==> config.mk <==
export PLATFORM = sky130hd
export DESIGN_NAME = hffs_ctrl
export DESIGN_NICKNAME = d
export VERILOG_FILES = /design/src/hffs_pkg.sv /design/src/hffs_ctrl.sv
export SDC_FILE = /design/constraint.sdc
export NUM_CORES = 1
export LEC_CHECK = 0
export BUFFER_PORTS_ARGS = -buffer_cell sky130_fd_sc_hd__buf_2
export CAP_MARGIN = 20
export CORE_AREA = 3 3 40 42
export DETAILED_ROUTE_END_ITERATION = 12
export DIE_AREA = 0 0 43 45
export SYNTH_ARGS = -nofsm -noshare
export SYNTH_HDL_FRONTEND = slang
export SYNTH_SLANG_ARGS = --single-unit
export TNS_END_PERCENT = 50
==> constraint.sdc <==
create_clock -name clk -period 2.3 [get_ports clk]
set_clock_uncertainty 0.15 [all_clocks]
set_input_delay 0.46 -clock clk [delete_from_list [all_inputs] [get_ports clk]]
set_output_delay 0.46 -clock clk [all_outputs]
set_load 0.03 [all_outputs]
==> src/hffs_pkg.sv <==
// Shared types and constants of the haptic force feedback shaper.
package hffs_pkg;

	// Datapath operations issued by the controller
	typedef enum logic [4:0] {
		OP_NONE,
		OP_LOAD,
		OP_PHASE,
		OP_Z,
		OP_Z2,
		OP_P1,
		OP_P2,
		OP_P3,
		OP_S,
		OP_VIB,
		OP_X,
		OP_W0,
		OP_W1,
		OP_NORM,
		OP_MINIT,
		OP_SQ,
		OP_LN,
		OP_CMD,
		OP_OUT
	} op_t;

	typedef struct packed {
		op_t op;
	} dp_cmd_t;

	typedef struct packed {
		logic norm_done;
		logic sq_last;
	} dp_status_t;

	// Register indexes
	localparam logic [2:0] REG_THRESHOLD  = 3'd0;
	localparam logic [2:0] REG_VIB_BASE   = 3'd1;
	localparam logic [2:0] REG_VIB_RATIO  = 3'd2;
	localparam logic [2:0] REG_PHASE_STEP = 3'd3;
	localparam logic [2:0] REG_FB_RATIO   = 3'd4;
	localparam logic [2:0] REG_OFFSET     = 3'd5;
	localparam logic [2:0] REG_LOG_GAIN   = 3'd6;
	localparam logic [2:0] REG_LOG_IN     = 3'd7;

	// Register reset values
	localparam logic [15:0] RST_THRESHOLD  = 16'd256;
	localparam logic [15:0] RST_VIB_BASE   = 16'd26;
	localparam logic [15:0] RST_VIB_RATIO  = 16'd6554;
	localparam logic [31:0] RST_PHASE_STEP = 32'd644245;
	localparam logic [15:0] RST_FB_RATIO   = 16'd6554;
	localparam logic [15:0] RST_OFFSET     = 16'd51;
	localparam logic [15:0] RST_LOG_GAIN   = 16'd4096;
	localparam logic [15:0] RST_LOG_IN     = 16'd2458;

	// Sine polynomial coefficients (Q16) and ln 2 (Q16)
	localparam logic [16:0] SIN_C0 = 17'd102944;
	localparam logic [16:0] SIN_C1 = 17'd42334;
	localparam logic [16:0] SIN_C2 = 17'd5223;
	localparam logic [16:0] SIN_C3 = 17'd307;
	localparam logic [16:0] LN2_Q16 = 17'd45426;
	localparam logic [23:0] CMD_MAX = 24'd32768;

endpackage

==> src/hffs_ctrl.sv <==
// Controller sequencing the shaper datapath one sample at a time.
module hffs_ctrl
	import hffs_pkg::*;
(
	input  logic       clk,
	input  logic       arst_n,
	input  logic       in_valid,
	output logic       in_ready,
	output logic       out_valid,
	input  logic       out_ready,
	input  dp_status_t status,
	output dp_cmd_t    cmd
);

	typedef enum logic [4:0] {
		ST_IDLE, ST_PHASE, ST_Z, ST_Z2, ST_P1, ST_P2, ST_P3, ST_S, ST_VIB, ST_X,
		ST_W0, ST_W1, ST_NORM, ST_MINIT, ST_SQ, ST_LN, ST_CMD, ST_DONE
	} state_t;

	state_t state_q;
	logic   out_valid_q;
	logic   slot_free;

	assign slot_free = !out_valid_q || out_ready;
	assign in_ready  = (state_q == ST_IDLE);
	assign out_valid = out_valid_q;

	// Map state to datapath operation
	always_comb begin
		unique case (state_q)
			ST_IDLE:  cmd.op = in_valid ? OP_LOAD : OP_NONE;
			ST_PHASE: cmd.op = OP_PHASE;
			ST_Z:     cmd.op = OP_Z;
			ST_Z2:    cmd.op = OP_Z2;
			ST_P1:    cmd.op = OP_P1;
			ST_P2:    cmd.op = OP_P2;
			ST_P3:    cmd.op = OP_P3;
			ST_S:     cmd.op = OP_S;
			ST_VIB:   cmd.op = OP_VIB;
			ST_X:     cmd.op = OP_X;
			ST_W0:    cmd.op = OP_W0;
			ST_W1:    cmd.op = OP_W1;
			ST_NORM:  cmd.op = OP_NORM;
			ST_MINIT: cmd.op = OP_MINIT;
			ST_SQ:    cmd.op = OP_SQ;
			ST_LN:    cmd.op = OP_LN;
			ST_CMD:   cmd.op = OP_CMD;
			ST_DONE:  cmd.op = slot_free ? OP_OUT : OP_NONE;
			default:  cmd.op = OP_NONE;
		endcase
	end

	// Advance state and hold the result valid flag
	always_ff @(posedge clk or negedge arst_n) begin
		if (!arst_n) begin
			state_q     <= ST_IDLE;
			out_valid_q <= 1'b0;
		end else begin
			// Raise the flag on completion, drop it after the transfer
			if (state_q == ST_DONE && slot_free) out_valid_q <= 1'b1;
			else if (out_ready) out_valid_q <= 1'b0;
			unique case (state_q)
				ST_IDLE:  if (in_valid) state_q <= ST_PHASE;
				ST_PHASE: state_q <= ST_Z;
				ST_Z:     state_q <= ST_Z2;
				ST_Z2:    state_q <= ST_P1;
				ST_P1:    state_q <= ST_P2;
				ST_P2:    state_q <= ST_P3;
				ST_P3:    state_q <= ST_S;
				ST_S:     state_q <= ST_VIB;
				ST_VIB:   state_q <= ST_X;
				ST_X:     state_q <= ST_W0;
				ST_W0:    state_q <= ST_W1;
				ST_W1:    state_q <= ST_NORM;
				ST_NORM:  if (status.norm_done) state_q <= ST_MINIT;
				ST_MINIT: state_q <= ST_SQ;
				ST_SQ:    if (status.sq_last) state_q <= ST_LN;
				ST_LN:    state_q <= ST_CMD;
				ST_CMD:   state_q <= ST_DONE;
				ST_DONE:  if (slot_free) state_q <= ST_IDLE;
				default:  state_q <= ST_IDLE;
			endcase
		end
	end

endmodule

Word-level counts from Yosys, hierarchy flattened
Cells that the tools add are included.
- register bits after elaboration: 6
- input port bits: 6
- output and inout bits: 7
- word-level logic and storage cells: 39
- eq/ne operators: 21
- muxes and demuxes: 10
- reduce and logical (&&, ||, !) cells: 6
- operators by type and width (operator ; number):
    case mux 5 bit (18 select lines) ; 2
    == test 5 x 4 -> 1 bit (second input constant) ; 8
    2-to-1 mux 5 bit ; 5
    == test 5 x 3 -> 1 bit (second input constant) ; 4
    == test 5 x 2 -> 1 bit (second input constant) ; 2
    == test 5 bit (second input constant) ; 2
    != test 2 bit (second input constant) ; 4
    == test 5 x 1 -> 1 bit (second input constant) ; 1
    logical NOT 5 bit ; 1
    AND reduction 4 bit ; 1
    2-to-1 mux 1 bit ; 3
    nonzero test 2 bit ; 1
    logical AND 1 bit ; 1
    logical NOT 1 bit ; 1
    logical OR 1 bit ; 1

Depth between registers and ports, before layout
- depth in word-level cells: 4
- mapped depth: 4
- mapped depth without buffers: 3

Worst setup path after synthesis
OpenSTA, ideal clock, no wires.
- path kind: register -> output
- start point: register state_q[2]
- end point: output in_ready
- arrival time: 1.536 ns
- data required time: 1.690 ns
- setup slack: 0.154 ns
- cell stages (with the launch flop): 4
- path buffers: 1
- cell sequence: dfrtp_1 buf_6 or3_4 nor3_1
- longest elaborated chain between the ends: 1
- RTL lines (what ; line ; source):
    start, declared ; hffs_ctrl.sv:20 ; state_t state_q;
    start signal, assigned ; hffs_ctrl.sv:56 ; state_q <= ST_IDLE;
    start signal, assigned ; hffs_ctrl.sv:63 ; ST_IDLE: if (in_valid) state_q <= ST_PHASE;
    start signal, assigned ; hffs_ctrl.sv:64 ; ST_PHASE: state_q <= ST_Z;
    logical NOT 5 bit ; hffs_ctrl.sv:25 ; assign in_ready = (state_q == ST_IDLE);
    end, declared ; hffs_ctrl.sv:8 ; output logic in_ready,
Every way passes these cells.

==> summary.md <==
| Metric | Value |
|---|---|
| Row count | 13 |
| Sequential cell area fraction in the yosys report | 33.5% |
| EDFF count, synth | 0 |
| P&R area growth vs syn | 16.5% |
| Remaining DRCs | 0 |
| Adder-cell share of the synthesized area | 0% |
| Post-Synth Simple-Gate Area | 34.9% |
| Synth Area per Inst | 9.14 µm² |
| CTS Sinks | 6 |
| Critical path required time | 1.69 ns |
| CTS clk-pin slew, worst paths | 0.05 ns |
| First-pass GRT wire length | 1.58 mm |
| Placer Congestion | 0.758 |
| R2r setup slk | 0.65 ns |
| Final hold vios | 0 |
| CTS Root Buffer Type | clkbuf_4 |
| H-tree depth | 1 |
| Async set-or-reset flop fraction in the synthesized netlist | 100% |
| GRT overflow | 0 |
| Core ar. | 0.00128 mm² |
| Largest family of logic cells by synthesized area | simple AND/OR/NAND/NOR gates |
| RSZ-0062 raised after global routing | no |
| #FFs+latches synth | 6 |
| Max-cap violations | 0 |
| Post-route cell area | 522 µm² |
| CP startpoint kind | flop |
| Final min period | 2.20 ns |
| Worst Path Arrival | 1.59 ns |
| Synth Instances | 49 |
| Die X | 43 µm |
| Critical path type | reg -> out |
| Final #Nets | 69 |
| Top FF cell, synth | dfrtp_1 |
| Synth warn | 0 |
| Setup WS post-layout | 0.102 ns |
| I/O Buffers | 12 |
| Count of pins over their slew limit | 0 |
| Diodes inserted | 0 |
| Iter 0 DRT Violations | 7 |
| Via/cell ratio | 4.91 |
| Post-synth net total | 55 |
| Num ports | 13 |
| Setup-failing EPs final | 0 |
| Critical Path End Type | primary output |
| Proportion of layout cells with a drive suffix above 1 | 39.3% |
| Total power | 837 µW |
| Fmax | 455 MHz |
| Die height | 45 µm |
| Multi-input combinational cell area | 251 µm² |
| Clock buffer depth | 2 |
| DRT Wirelength | 873 µm |
| XOR/XNOR share of the synthesized area | 5.87% |
| Initial Utilization | 34.9% |
| Reg2reg start | state_q[4]$_DFFE_PN0P_ |
| Initial antenna violation count | 0 |
| Worst-path fanout max | 11 |
| Post-synth cell types | 25 |
| Vias | 373 |
| CTS Buf Count | 3 |
| Syn Std Cell Area | 448 µm² |
| Total track usage | 11.0% |
| Setup WS pre-CTS | 0.318 ns |
| Pwr/cell area | 1600 mW/mm² |
| CTS tree | done |
| Hold Crit Class | in -> reg |
| Fill count | 145 |
| Hold EP | out_valid$_DFFE_PN0P_ |
| Setup TNS | 0 ns |
| Maximum vdd drop | 0.548 mV |
| Tcrit/Tclk final | 95.6% |
| Most frequent cells in the layout | buf_2 (12), nor2_1 (8), nand2_1 (5), dfrtp_1 (5) |
| Worst r2r dst | state_q[0]$_DFFE_PN0P_ |
| Post-DP Area | 488 µm² |
| Status | finished, final reports clean |
| Largest net degree at the start of global routing | 18 |
| Reg2reg path depth | 3 |
| Detailed Place HPWL | 658 µm |
| Slew headroom | 62.7% |
| Detailed Routing Iterations Pass 1 | 4 |
| Most common cell after layout, fill and taps aside | buf_2 |
| Hold Path Depth | 3 |
| Critical hold path startpoint | out_ready |
| Die area | 0.00194 mm² |
| Clk_lat worst skew | 0.25 ns |
| Leakage | 0.238 nW |
| Reg area | 151 µm² |
| Antenna Nets Post-Route | 0 |
| Mean routed wirelength per cell | 11.5 µm |
| Worst-margin pin slew | 0.560 ns |
| Mux contribution to synthesized area | 0% |
| Compound-cell area share of the yosys netlist | 15.4% |
| Vias in the first global route | 360 |
## kinds of logic (layout without fill, tap and decap cells)
kind of cell | count (synthesis) | count (layout)
xor gates and xnor gates | 3 | 3
and+or+nand+nor | 27 | 27
DFF | 6 | 6
AOI/OAI and AO/OA | 8 | 8
buffers and inverters | 5 | 17
## power breakdown
| part | internal [mW] | switching [mW] |
|---|---|---|
| Combinational | 0.196 | 0.300 |
| Sequential | 0.151 | 0.0915 |
| Clock | 0.0591 | 0.0393 |
## worst max-delay path by stage
stage,from,endpoint,slack [ns],depth (start not counted)
CTS,state_q[1]$_DFFE_PN0P_,cmd[0],0.05,3
detailed placement,state_q[1]$_DFFE_PN0P_,cmd[0],0.32,3
finish,state_q[1]$_DFFE_PN0P_,cmd[0],0.10,3
global route,state_q[1]$_DFFE_PN0P_,cmd[0],0.004,3
global placement,state_q[1]$_DFFE_PN0P_,cmd[0],0.35,3
floorplan,state_q[2]$_DFFE_PN0P_,in_ready,0.15,3
## area by class of cell
type,count,share of cell area (%)
Clock buffer,3,4.32
Timing Repair Buffer,14,14.9
Tap cell,15,3.60
Multi-Input combinational cell,38,48.2
Sequential cell,6,29.0
## layer usage
| layer | GRT usage (%) | up-vias | part of all wire (%) |
|---|---|---|---|
| met4 | 5.42 | 0 | 2.2 |
| met2 | 15.3 | 10 | 44 |
| met5 | 0 | - | 0 |
| met3 | 4.78 | 2 | 4.6 |
| met1 | 14.7 | 166 | 50 |
| li1 | - | 195 | - |
## through the flow
step / hold slack, ns / cells / util [%]
floorplan: 0.0144 / 49 / -
global placement: 0.142 / 72 / 38.0
detailed placement: 0.145 / 72 / 38.0
CTS: 0.365 / 76 / 40.5
global route: 0.376 / 76 / 40.6
finish: 0.374 / 76 / 40.6
## cell usage after synthesis (2+ instances only)
library cell | n | area [µm²]
nand3_1 | 2 | 10.0
nor2_1 | 8 | 30.0
buf_6 | 3 | 33.8
a31o_2 | 2 | 17.5
dfrtp_1 | 6 | 150
xor2_1 | 2 | 17.5
nand2_1 | 5 | 18.8
nor3_1 | 3 | 15.0
nor2b_1 | 2 | 12.5
## registers in the layout (all words and copies together) (netlist names)
name	flops
out_valid	1
state_q	5
## repair_timing
item	in CTS	in global routing
resized for setup	0	1
hold endpoints to repair	6	0
endpoints found under the setup margin	0	1
setup buffers	0	0
hold buffers	1	0
## worst max-delay path: stages (launching register included)
cell,delay (ns)
dfrtp_2,0.47
or3_4,0.44
a211oi_2,0.22
buf_2,0.22
(Power assumes the default switching activity.)
